<file path="src/rtl/core/mlfs_pkg.sv">
// Shared constants and types for the multilevel feedback scheduler.
package mlfs_pkg;

    localparam int QUEUE_DEPTH = 4;
    localparam int NUM_LEVELS  = 4;
    localparam int LVL_W       = 2;
    localparam int IDX_W       = $clog2(QUEUE_DEPTH);
    localparam int CNT_W       = $clog2(QUEUE_DEPTH + 1);
    localparam int ADDR_W      = LVL_W + IDX_W;
    localparam int RAM_DEPTH   = NUM_LEVELS << IDX_W;
    localparam int ID_W        = 4;
    localparam int LEVEL_W     = 3;
    localparam int SLOT_W      = 4;

    localparam logic FUNC_TICK  = 1'b0;
    localparam logic FUNC_ADMIT = 1'b1;

    localparam logic [LVL_W-1:0] BOTTOM_LVL = LVL_W'(NUM_LEVELS - 1);

    typedef enum logic [2:0] {
        OUT_IDLE    = 3'd0,
        OUT_CONT    = 3'd1,
        OUT_FIN     = 3'd2,
        OUT_BLK     = 3'd3,
        OUT_PREEMPT = 3'd4
    } outcome_t;

    typedef logic [ID_W-1:0]    id_t;
    typedef logic [LEVEL_W-1:0] level_t;

endpackage

</file>
<file path="src/rtl/core/mlfs_in_if.sv">
// Input channel: tick and admit items.
interface mlfs_in_if;
    logic                  valid;
    logic                  ready;
    logic                  func;
    mlfs_pkg::id_t         task_id;
    mlfs_pkg::level_t      admit_level;
    logic                  task_finished;
    logic                  task_blocked;

    modport source (output valid, func, task_id, admit_level, task_finished, task_blocked,
                    input ready);
    modport sink   (input valid, func, task_id, admit_level, task_finished, task_blocked,
                    output ready);
endinterface

</file>
<file path="src/rtl/core/mlfs_out_if.sv">
// Output channel: one scheduling result per input item.
interface mlfs_out_if;
    logic                  valid;
    logic                  ready;
    logic                  ran_valid;
    mlfs_pkg::id_t         ran_id;
    mlfs_pkg::level_t      new_level;
    mlfs_pkg::outcome_t    outcome;
    logic                  dropped;

    modport source (output valid, ran_valid, ran_id, new_level, outcome, dropped,
                    input ready);
    modport sink   (input valid, ran_valid, ran_id, new_level, outcome, dropped,
                    output ready);
endinterface

</file>
<file path="src/rtl/core/multilevel_feedback_scheduler_core.sv">
// Four-level feedback scheduler: level FIFOs in RAM, driven by a small sequencer.
//
// Channels: task_in carries one item per transfer (func 0 tick, 1 admit);
// result returns exactly one item per accepted input, in order.
// Admit appends task_id to the FIFO of admit_level; a full FIFO flags dropped.
// Tick picks the head of the highest non-empty level when nothing runs,
// charges the running task one slot and reports continue, finish, block or
// preempt; a preempted task is queued again one level lower (at level 4, again at level 4).
// Path from input transfer to result: an idle tick or an ignored admit
// goes straight to S_OUT; an admit passes S_PUSH, a tick with a task already
// running S_CHARGE, a preempting tick S_CHARGE and S_PUSH; a pick first reads
// the FIFO head in S_RD and S_CHK, as the FIFO RAM read port is registered.
// A level-4 pick that meets the last level-4 task rotates that entry to the
// tail and reads again, at most once per queued entry. One item is in work at
// a time: task_in.ready is high only while idle, so a new item is accepted only after the last result is taken.
// Reset empties all FIFOs (heads and counts cleared), clears the running
// task and the level-4 history. While the receiver holds result.ready low,
// the result holds and no new item is accepted.
module multilevel_feedback_scheduler_core (
    input  logic       clk,
    input  logic       rst_n,
    mlfs_in_if.sink    task_in,
    mlfs_out_if.source result
);
    import mlfs_pkg::*;

    typedef enum logic [2:0] {
        S_IDLE,
        S_RD,
        S_CHK,
        S_CHARGE,
        S_PUSH,
        S_OUT
    } state_t;

    state_t               state_reg, state_next;
    logic [LVL_W-1:0]     lvl_reg, lvl_next;
    logic                 fin_reg, fin_next;
    logic                 blk_reg, blk_next;
    logic [CNT_W-1:0]     rot_reg, rot_next;
    id_t                  push_id_reg, push_id_next;
    logic [IDX_W-1:0]     heads_reg [NUM_LEVELS];
    logic [IDX_W-1:0]     heads_next [NUM_LEVELS];
    logic [CNT_W-1:0]     counts_reg [NUM_LEVELS];
    logic [CNT_W-1:0]     counts_next [NUM_LEVELS];
    logic                 run_valid_reg, run_valid_next;
    id_t                  run_id_reg, run_id_next;
    level_t               run_level_reg, run_level_next;
    logic [SLOT_W-1:0]    slots_reg, slots_next;
    logic                 lb_valid_reg, lb_valid_next;
    id_t                  lb_id_reg, lb_id_next;
    logic                 out_valid_reg, out_valid_next;
    logic                 ran_valid_reg, ran_valid_next;
    id_t                  ran_id_reg, ran_id_next;
    level_t               new_level_reg, new_level_next;
    outcome_t             outcome_reg, outcome_next;
    logic                 dropped_reg, dropped_next;

    logic                 ram_wr_en;
    logic [ADDR_W-1:0]    ram_wr_addr;
    id_t                  ram_wr_data;
    logic [ADDR_W-1:0]    ram_rd_addr;
    id_t                  ram_rd_data;

    logic [IDX_W-1:0]     cur_head;
    logic [CNT_W-1:0]     cur_count;
    logic [CNT_W:0]       tail_sum;
    logic [IDX_W-1:0]     tail_idx;
    logic [IDX_W-1:0]     head_inc;
    logic                 any_queued;
    logic [LVL_W-1:0]     pick_lvl;
    logic                 take;
    level_t               lv_c;
    level_t               lv_down;
    logic [SLOT_W-1:0]    slot_inc;
    logic [SLOT_W-1:0]    quantum;

    mlfs_ram #(
        .WIDTH (ID_W),
        .DEPTH (RAM_DEPTH)
    ) u_queue_ram (
        .clk     (clk),
        .wr_en   (ram_wr_en),
        .wr_addr (ram_wr_addr),
        .wr_data (ram_wr_data),
        .rd_addr (ram_rd_addr),
        .rd_data (ram_rd_data)
    );

    assign cur_head   = heads_reg[lvl_reg];
    assign cur_count  = counts_reg[lvl_reg];
    assign tail_sum   = (CNT_W+1)'(cur_head) + (CNT_W+1)'(cur_count);
    assign tail_idx   = (tail_sum >= (CNT_W+1)'(QUEUE_DEPTH))
                      ? IDX_W'(tail_sum - (CNT_W+1)'(QUEUE_DEPTH))
                      : IDX_W'(tail_sum);
    assign head_inc   = (cur_head == IDX_W'(QUEUE_DEPTH - 1)) ? '0 : cur_head + 1'b1;
    assign ram_rd_addr = {lvl_reg, cur_head};
    assign ram_wr_addr = {lvl_reg, tail_idx};

    always_comb
    begin
        any_queued = 1'b0;
        pick_lvl   = '0;
        for (int i = NUM_LEVELS - 1; i >= 0; i--)
        begin
            if (counts_reg[i] != '0)
            begin
                any_queued = 1'b1;
                pick_lvl   = LVL_W'(i);
            end
        end
    end

    assign take = (lvl_reg != BOTTOM_LVL) || !lb_valid_reg || (ram_rd_data != lb_id_reg)
                  || (rot_reg == cur_count);

    assign lv_c     = (run_level_reg == '0) ? level_t'(1)
                    : (run_level_reg > level_t'(NUM_LEVELS)) ? level_t'(NUM_LEVELS)
                    : run_level_reg;
    assign lv_down  = (lv_c < level_t'(NUM_LEVELS)) ? lv_c + 1'b1 : lv_c;
    assign slot_inc = slots_reg + 1'b1;
    assign quantum  = SLOT_W'(1) << (lv_c - 1'b1);

    always_comb
    begin
        state_next     = state_reg;
        lvl_next       = lvl_reg;
        fin_next       = fin_reg;
        blk_next       = blk_reg;
        rot_next       = rot_reg;
        push_id_next   = push_id_reg;
        heads_next     = heads_reg;
        counts_next    = counts_reg;
        run_valid_next = run_valid_reg;
        run_id_next    = run_id_reg;
        run_level_next = run_level_reg;
        slots_next     = slots_reg;
        lb_valid_next  = lb_valid_reg;
        lb_id_next     = lb_id_reg;
        out_valid_next = out_valid_reg;
        ran_valid_next = ran_valid_reg;
        ran_id_next    = ran_id_reg;
        new_level_next = new_level_reg;
        outcome_next   = outcome_reg;
        dropped_next   = dropped_reg;
        ram_wr_en      = 1'b0;
        ram_wr_data    = push_id_reg;

        case (state_reg)
            S_IDLE:
            begin
                if (task_in.valid)
                begin
                    fin_next       = task_in.task_finished;
                    blk_next       = task_in.task_blocked;
                    push_id_next   = task_in.task_id;
                    rot_next       = '0;
                    ran_valid_next = 1'b0;
                    ran_id_next    = '0;
                    new_level_next = '0;
                    outcome_next   = OUT_IDLE;
                    dropped_next   = 1'b0;
                    if (task_in.func == FUNC_ADMIT)
                    begin
                        if (task_in.admit_level >= level_t'(1)
                            && task_in.admit_level <= level_t'(NUM_LEVELS))
                        begin
                            lvl_next   = LVL_W'(task_in.admit_level - 1'b1);
                            state_next = S_PUSH;
                        end
                        else
                        begin
                            out_valid_next = 1'b1;
                            state_next     = S_OUT;
                        end
                    end
                    else if (run_valid_reg)
                    begin
                        state_next = S_CHARGE;
                    end
                    else if (any_queued)
                    begin
                        lvl_next   = pick_lvl;
                        state_next = S_RD;
                    end
                    else
                    begin
                        out_valid_next = 1'b1;
                        state_next     = S_OUT;
                    end
                end
            end

            S_RD:
            begin
                state_next = S_CHK;
            end

            S_CHK:
            begin
                heads_next[lvl_reg] = head_inc;
                if (take)
                begin
                    counts_next[lvl_reg] = cur_count - 1'b1;
                    run_valid_next       = 1'b1;
                    run_id_next          = ram_rd_data;
                    run_level_next       = {1'b0, lvl_reg} + 1'b1;
                    slots_next           = '0;
                    if (lvl_reg == BOTTOM_LVL)
                    begin
                        lb_valid_next = 1'b1;
                        lb_id_next    = ram_rd_data;
                    end
                    state_next = S_CHARGE;
                end
                else
                begin
                    // same id as last bottom-level pick: rotate head to tail
                    ram_wr_en   = 1'b1;
                    ram_wr_data = ram_rd_data;
                    rot_next    = rot_reg + 1'b1;
                    state_next  = S_RD;
                end
            end

            S_CHARGE:
            begin
                ran_valid_next = 1'b1;
                ran_id_next    = run_id_reg;
                slots_next     = slot_inc;
                if (fin_reg)
                begin
                    new_level_next = lv_c;
                    outcome_next   = OUT_FIN;
                    run_valid_next = 1'b0;
                    slots_next     = '0;
                    out_valid_next = 1'b1;
                    state_next     = S_OUT;
                end
                else if (blk_reg)
                begin
                    new_level_next = lv_down;
                    outcome_next   = OUT_BLK;
                    run_valid_next = 1'b0;
                    slots_next     = '0;
                    out_valid_next = 1'b1;
                    state_next     = S_OUT;
                end
                else if (slot_inc >= quantum)
                begin
                    new_level_next = lv_down;
                    run_level_next = lv_down;
                    outcome_next   = OUT_PREEMPT;
                    run_valid_next = 1'b0;
                    slots_next     = '0;
                    lvl_next       = LVL_W'(lv_down - 1'b1);
                    push_id_next   = run_id_reg;
                    state_next     = S_PUSH;
                end
                else
                begin
                    new_level_next = lv_c;
                    outcome_next   = OUT_CONT;
                    out_valid_next = 1'b1;
                    state_next     = S_OUT;
                end
            end

            S_PUSH:
            begin
                if (cur_count < CNT_W'(QUEUE_DEPTH))
                begin
                    ram_wr_en            = 1'b1;
                    counts_next[lvl_reg] = cur_count + 1'b1;
                end
                else
                begin
                    dropped_next = 1'b1;
                end
                out_valid_next = 1'b1;
                state_next     = S_OUT;
            end

            S_OUT:
            begin
                if (result.ready)
                begin
                    out_valid_next = 1'b0;
                    state_next     = S_IDLE;
                end
            end

            default:
            begin
                state_next = S_IDLE;
            end
        endcase
    end

    always_ff @(posedge clk or negedge rst_n)
    begin
        if (!rst_n)
        begin
            state_reg     <= S_IDLE;
            lvl_reg       <= '0;
            fin_reg       <= 1'b0;
            blk_reg       <= 1'b0;
            rot_reg       <= '0;
            push_id_reg   <= '0;
            for (int i = 0; i < NUM_LEVELS; i++)
            begin
                heads_reg[i]  <= '0;
                counts_reg[i] <= '0;
            end
            run_valid_reg <= 1'b0;
            run_id_reg    <= '0;
            run_level_reg <= level_t'(1);
            slots_reg     <= '0;
            lb_valid_reg  <= 1'b0;
            lb_id_reg     <= '0;
            out_valid_reg <= 1'b0;
            ran_valid_reg <= 1'b0;
            ran_id_reg    <= '0;
            new_level_reg <= '0;
            outcome_reg   <= OUT_IDLE;
            dropped_reg   <= 1'b0;
        end
        else
        begin
            state_reg     <= state_next;
            lvl_reg       <= lvl_next;
            fin_reg       <= fin_next;
            blk_reg       <= blk_next;
            rot_reg       <= rot_next;
            push_id_reg   <= push_id_next;
            heads_reg     <= heads_next;
            counts_reg    <= counts_next;
            run_valid_reg <= run_valid_next;
            run_id_reg    <= run_id_next;
            run_level_reg <= run_level_next;
            slots_reg     <= slots_next;
            lb_valid_reg  <= lb_valid_next;
            lb_id_reg     <= lb_id_next;
            out_valid_reg <= out_valid_next;
            ran_valid_reg <= ran_valid_next;
            ran_id_reg    <= ran_id_next;
            new_level_reg <= new_level_next;
            outcome_reg   <= outcome_next;
            dropped_reg   <= dropped_next;
        end
    end

    assign task_in.ready    = (state_reg == S_IDLE);
    assign result.valid     = out_valid_reg;
    assign result.ran_valid = ran_valid_reg;
    assign result.ran_id    = ran_id_reg;
    assign result.new_level = new_level_reg;
    assign result.outcome   = outcome_reg;
    assign result.dropped   = dropped_reg;

endmodule

</file>
<file path="src/rtl/core/mlfs_ram.sv">
// Generic single-write, single-read RAM with registered read data.
module mlfs_ram #(
    parameter int WIDTH = 4,
    parameter int DEPTH = 16
) (
    input  logic                     clk,
    input  logic                     wr_en,
    input  logic [$clog2(DEPTH)-1:0] wr_addr,
    input  logic [WIDTH-1:0]         wr_data,
    input  logic [$clog2(DEPTH)-1:0] rd_addr,
    output logic [WIDTH-1:0]         rd_data
);

    logic [WIDTH-1:0] mem [DEPTH];
    logic [WIDTH-1:0] rd_data_reg;

    always_ff @(posedge clk)
    begin
        if (wr_en)
        begin
            mem[wr_addr] <= wr_data;
        end
        rd_data_reg <= mem[rd_addr];
    end

    assign rd_data = rd_data_reg;

endmodule

</file>
<file path="src/flat_wrapper.sv">
// flat-port wrapper written by rule: the top's interface ports become plain ports
module multilevel_feedback_scheduler_core_flat import mlfs_pkg::*;
  (clk, rst_n, task_in_valid, task_in_func, task_in_task_id, task_in_admit_level, task_in_task_finished, task_in_task_blocked, task_in_ready, result_valid, result_ran_valid, result_ran_id, result_new_level, result_outcome, result_dropped, result_ready);
  mlfs_in_if task_in_i ();
  mlfs_out_if result_i ();
  input  logic clk;
  input  logic rst_n;
  input wire logic [$bits(task_in_i.valid)-1:0] task_in_valid;
  input wire logic [$bits(task_in_i.func)-1:0] task_in_func;
  input wire logic [$bits(task_in_i.task_id)-1:0] task_in_task_id;
  input wire logic [$bits(task_in_i.admit_level)-1:0] task_in_admit_level;
  input wire logic [$bits(task_in_i.task_finished)-1:0] task_in_task_finished;
  input wire logic [$bits(task_in_i.task_blocked)-1:0] task_in_task_blocked;
  output wire logic [$bits(task_in_i.ready)-1:0] task_in_ready;
  output wire logic [$bits(result_i.valid)-1:0] result_valid;
  output wire logic [$bits(result_i.ran_valid)-1:0] result_ran_valid;
  output wire logic [$bits(result_i.ran_id)-1:0] result_ran_id;
  output wire logic [$bits(result_i.new_level)-1:0] result_new_level;
  output wire logic [$bits(result_i.outcome)-1:0] result_outcome;
  output wire logic [$bits(result_i.dropped)-1:0] result_dropped;
  input wire logic [$bits(result_i.ready)-1:0] result_ready;
  assign task_in_i.valid = task_in_valid;
  assign task_in_i.func = task_in_func;
  assign task_in_i.task_id = task_in_task_id;
  assign task_in_i.admit_level = task_in_admit_level;
  assign task_in_i.task_finished = task_in_task_finished;
  assign task_in_i.task_blocked = task_in_task_blocked;
  assign task_in_ready = task_in_i.ready;
  assign result_valid = result_i.valid;
  assign result_ran_valid = result_i.ran_valid;
  assign result_ran_id = result_i.ran_id;
  assign result_new_level = result_i.new_level;
  assign result_outcome = result_i.outcome;
  assign result_dropped = result_i.dropped;
  assign result_i.ready = result_ready;
  multilevel_feedback_scheduler_core u_core (.clk(clk), .rst_n(rst_n), .task_in(task_in_i), .result(result_i));
endmodule
</file>
<file path="config.mk">
export PLATFORM = sky130hd
export DESIGN_NAME = multilevel_feedback_scheduler_core_flat
export DESIGN_NICKNAME = d
export VERILOG_FILES = /design/src/rtl/core/mlfs_pkg.sv /design/src/rtl/core/mlfs_in_if.sv /design/src/rtl/core/mlfs_out_if.sv /design/src/rtl/core/multilevel_feedback_scheduler_core.sv /design/src/rtl/core/mlfs_ram.sv /design/src/flat_wrapper.sv
export SDC_FILE = /design/constraint.sdc
export NUM_CORES = 1
export LEC_CHECK = 0
export BUFFER_PORTS_ARGS = -buffer_cell sky130_fd_sc_hd__buf_2
export CAP_MARGIN = 0
export CORE_ASPECT_RATIO = 0.5
export CORE_MARGIN = 4
export CORE_UTILIZATION = 30
export CTS_CLUSTER_SIZE = 10
export DETAILED_ROUTE_END_ITERATION = 10
export PLACE_DENSITY = 0.52
export RECOVER_POWER = 50
export SETUP_SLACK_MARGIN = 0.1
export SYNTH_ARGS = -nofsm -noshare
export SYNTH_HDL_FRONTEND = slang
export SYNTH_HIERARCHICAL = 1
export SYNTH_SLANG_ARGS = --single-unit
</file>
<file path="constraint.sdc">
create_clock -name clk -period 3.5 [get_ports clk]
set_input_delay 0.35 -clock clk [delete_from_list [all_inputs] [get_ports clk]]
set_output_delay 0.35 -clock clk [all_outputs]
set_load 0.02 [all_outputs]
</file>
==> flow_metrics.env <==
export IMPL_combPwrFrac=0.430
export IMPL_num_rows=37
export IMPL_fin_tns_setup_ps=0
export IMPL_cp_arrival_ps=3360
export IMPL_ys_seq_area_frac=0.572
export IMPL_syn_inst=457
export IMPL_drtIter0Drc=234
export IMPL_h_tree_depth=4
export IMPL_synth_compound_area_frac=0.0782
export IMPL_fin_nets=544
export IMPL_synthArstFlopShare=0.485
export IMPL_synth_flop_cell="edfxtp_1"
export IMPL_grtUsageTotal=0.121
export IMPL_maxSlewHeadroom=0.0456
export IMPL_crit_fanout=8
export IMPL_gr_total_overflow=0
export IMPL_status="finished, final reports clean"
export IMPL_synth_mux_area_frac=0.156
export IMPL_synthSimpleGateAreaFrac=0.105
export IMPL_grt_max_degree=27
export IMPL_drive_above_1_share=0.165
export IMPL_yosysUniqueCellTypes=58
export IMPL_worstMarginPinSlew_ps=1430
export IMPL_gp_congestion=0.773
export IMPL_drv_cap=0
export IMPL_setup_viol=0
export IMPL_n_antenna_cell=0
export IMPL_start_util=0.306
export IMPL_vias_per_cell=4.94
export IMPL_vias=3921
export IMPL_grt_pass1_vias=3962
export IMPL_max_clock_freq_ghz=0.326
export IMPL_required_ps=3790
export IMPL_fillers=1969
export IMPL_io_buffers=27
export IMPL_p_int_mw=4.63
export IMPL_synth_adder_area_share=0.0437
export IMPL_final_max_slew_violation_count=0
export IMPL_clock_root_buffer="clkbuf_16"
export IMPL_startpoint_type="flop"
export IMPL_clock_path_buffers=2
export IMPL_wl_um=13700
export IMPL_final_area_um2=7370
export IMPL_yosysMostFrequentCell="edfxtp_1"
export IMPL_critical_path_class="reg -> reg"
export IMPL_hold_viol=0
export IMPL_die_height_um=111
export IMPL_cts_sinks=132
export IMPL_hp_class="in -> reg"
export IMPL_postSynthAreaPerCell_um2=13.8
export IMPL_vdd_ir_drop_max_mv=0.460
export IMPL_switching_power_mw=2.89
export IMPL_dpl_instance_area_um2=6840
export IMPL_syn_area_um2=6300
export IMPL_post_dp_hpwl_um=9650
export IMPL_syn_to_final_growth_pct=16.9
export IMPL_layout_worst_path_cycle_share=0.876
export IMPL_die_w_um=213
export IMPL_fin_skew_ps=9.07
export IMPL_power_leakage_nw=2.88
export IMPL_synth_top_area_cell="edfxtp_1"
export IMPL_synthXorXnorAreaFrac=0.0222
export IMPL_io_pins=28
export IMPL_ys_warn_count=6
export IMPL_clkLatencyLatePin_ps=410
export IMPL_netlist_area_leader_share=0.305
export IMPL_antenna_found_initial=0
export IMPL_endpoint_kind="flop"
export IMPL_numCtsBuffers=17
export IMPL_synth_top_family_by_area="multiplexers"
export IMPL_largest_register_ffs=64
export IMPL_period_needed_ps=3070
export IMPL_core_area_um2=20600
export IMPL_rsz0062_at_grt="no"
export IMPL_p_seq_frac=0.327
export IMPL_drc=0
export IMPL_synthTopCellsByCount="edfxtp_1 (64), dfrtp_1 (63), nand2_1 (33), nor2_1 (28), ha_1 (22)"
export IMPL_switching_share=0.385
export IMPL_ys_seq_elements=132
export IMPL_drt_pre_antenna_iters=4
export IMPL_post_cts_buffers=0
export IMPL_ant_nets=0
export IMPL_clockPowerShare=0.243
export IMPL_power_per_cell_area_nw_per_um2=1020
export IMPL_cts_tree="done"
export IMPL_clk_pin_slew_ps=60
export IMPL_synthTopCellsByArea="edfxtp_1 (30%), dfrtp_1 (25%), mux4_1 (5.8%), ha_1 (4.4%), mux2_1 (3.8%)"
export IMPL_synth_edff_count=64
export IMPL_synth_nets=493
export IMPL_grt_pass1_wl_um=22300
export IMPL_fp_dieArea_um2=23500
export IMPL_wl_per_cell_um=17.3
placed cells by master (no fill, tap or decap), types with 13 or more instances in the layout:
cell type  instances
edfxtp_1          64
dfrtp_1           63
nand2_1           33
nor2_1            27
ha_1              22
clkbuf_1          21
mux2_1            21
nand3_1           18
clkbuf_16         17
buf_4             16
mux2_2            15
mux4_1            14
xnor2_1           13
a21oi_1           13
metal layers:
metal	track usage	routed length, um	vias to the layer above
li1	-	-	1844
met1	0.176	6930	1994
met2	0.181	6210	66
met3	0.0230	406	17
met4	0.0399	180	0
met5	0	0	-
kinds of logic after synthesis:
kind of cell,count (synthesis)
buffers and inverters,29
and+or+nand+nor,126
adders and majority gates,22
DFF,132
muxes,63
AOI/OAI and AO/OA,69
xor gates and xnor gates,16
stage by stage:
step / worst slack [ps] / total power [mW] / std cells / util / hold WS, ps
after floorplan: 322 / 4.87 / 457 / - / 54.4
after global placement: 404 / 5.78 / 761 / 0.332 / 338
after CTS: 309 / 7.67 / 794 / 0.362 / 162
final: 433 / 7.52 / 794 / 0.358 / 175
after global routing: 163 / 8.02 / 794 / 0.358 / 161
after detailed placement: 328 / 5.80 / 761 / 0.332 / 331
power by group through the flow:
stage / clock network, mW / logic, mW / registers (mW)
6_report: 1.83 / 3.23 / 2.46
4_1_cts: 1.87 / 3.33 / 2.46
2_1_floorplan: 0 / 2.44 / 2.44
3_3_place_gp: 0 / 3.29 / 2.49
5_1_grt: 1.94 / 3.56 / 2.52
3_5_place_dp: 0 / 3.31 / 2.49
worst max-delay path: stages (launching register included):
cell,delay [ps]
dfstp_2,540
nor2_1,80
nor2_2,170
inv_1,110
ha_1,210
xnor2_1,240
and2_1,170
ha_1,210
nand2b_1,140
a21oi_1,150
o21ai_1,70
buf_4,170
a21oi_1,150
nand3b_1,190
mux2_2,350
cell type report:
class                           count  area, um2  share of cell area
Sequential cell                   132       3600               0.489
Multi-Input combinational cell    296       2510               0.340
Clock buffer                       18        429              0.0582
Tap cell                          273        342              0.0463
Timing Repair Buffer               49        265              0.0360
Clock inverter                     14        176              0.0239
Inverter                           12       45.0             0.00611
path summary, 6_finish.rpt:
kind	slack [ps]	startpoint	cells after the start	to
max	430	u_core/run_level_reg[0]	14	u_core/lvl_reg[0]
min	180	task_in_task_blocked	2	u_core/blk_reg
max reg2reg	430	u_core/run_level_reg[0]	14	u_core/lvl_reg[0]
min reg2reg	480	u_core/lb_valid_reg	1	u_core/lb_valid_reg
max in group asynchronous	950	rst_n	3	u_core/push_id_reg[2]
min in group asynchronous	670	rst_n	2	u_core/result.new_level[0]
timing repair:
item / CTS / global route
gates resized for setup: 0 / 1
hold buffers: 1 / 0
endpoints found under the hold margin: 16 / 0
endpoints found under the setup margin: 0 / 1
Note: power is estimated with default switching activity, not from simulation.
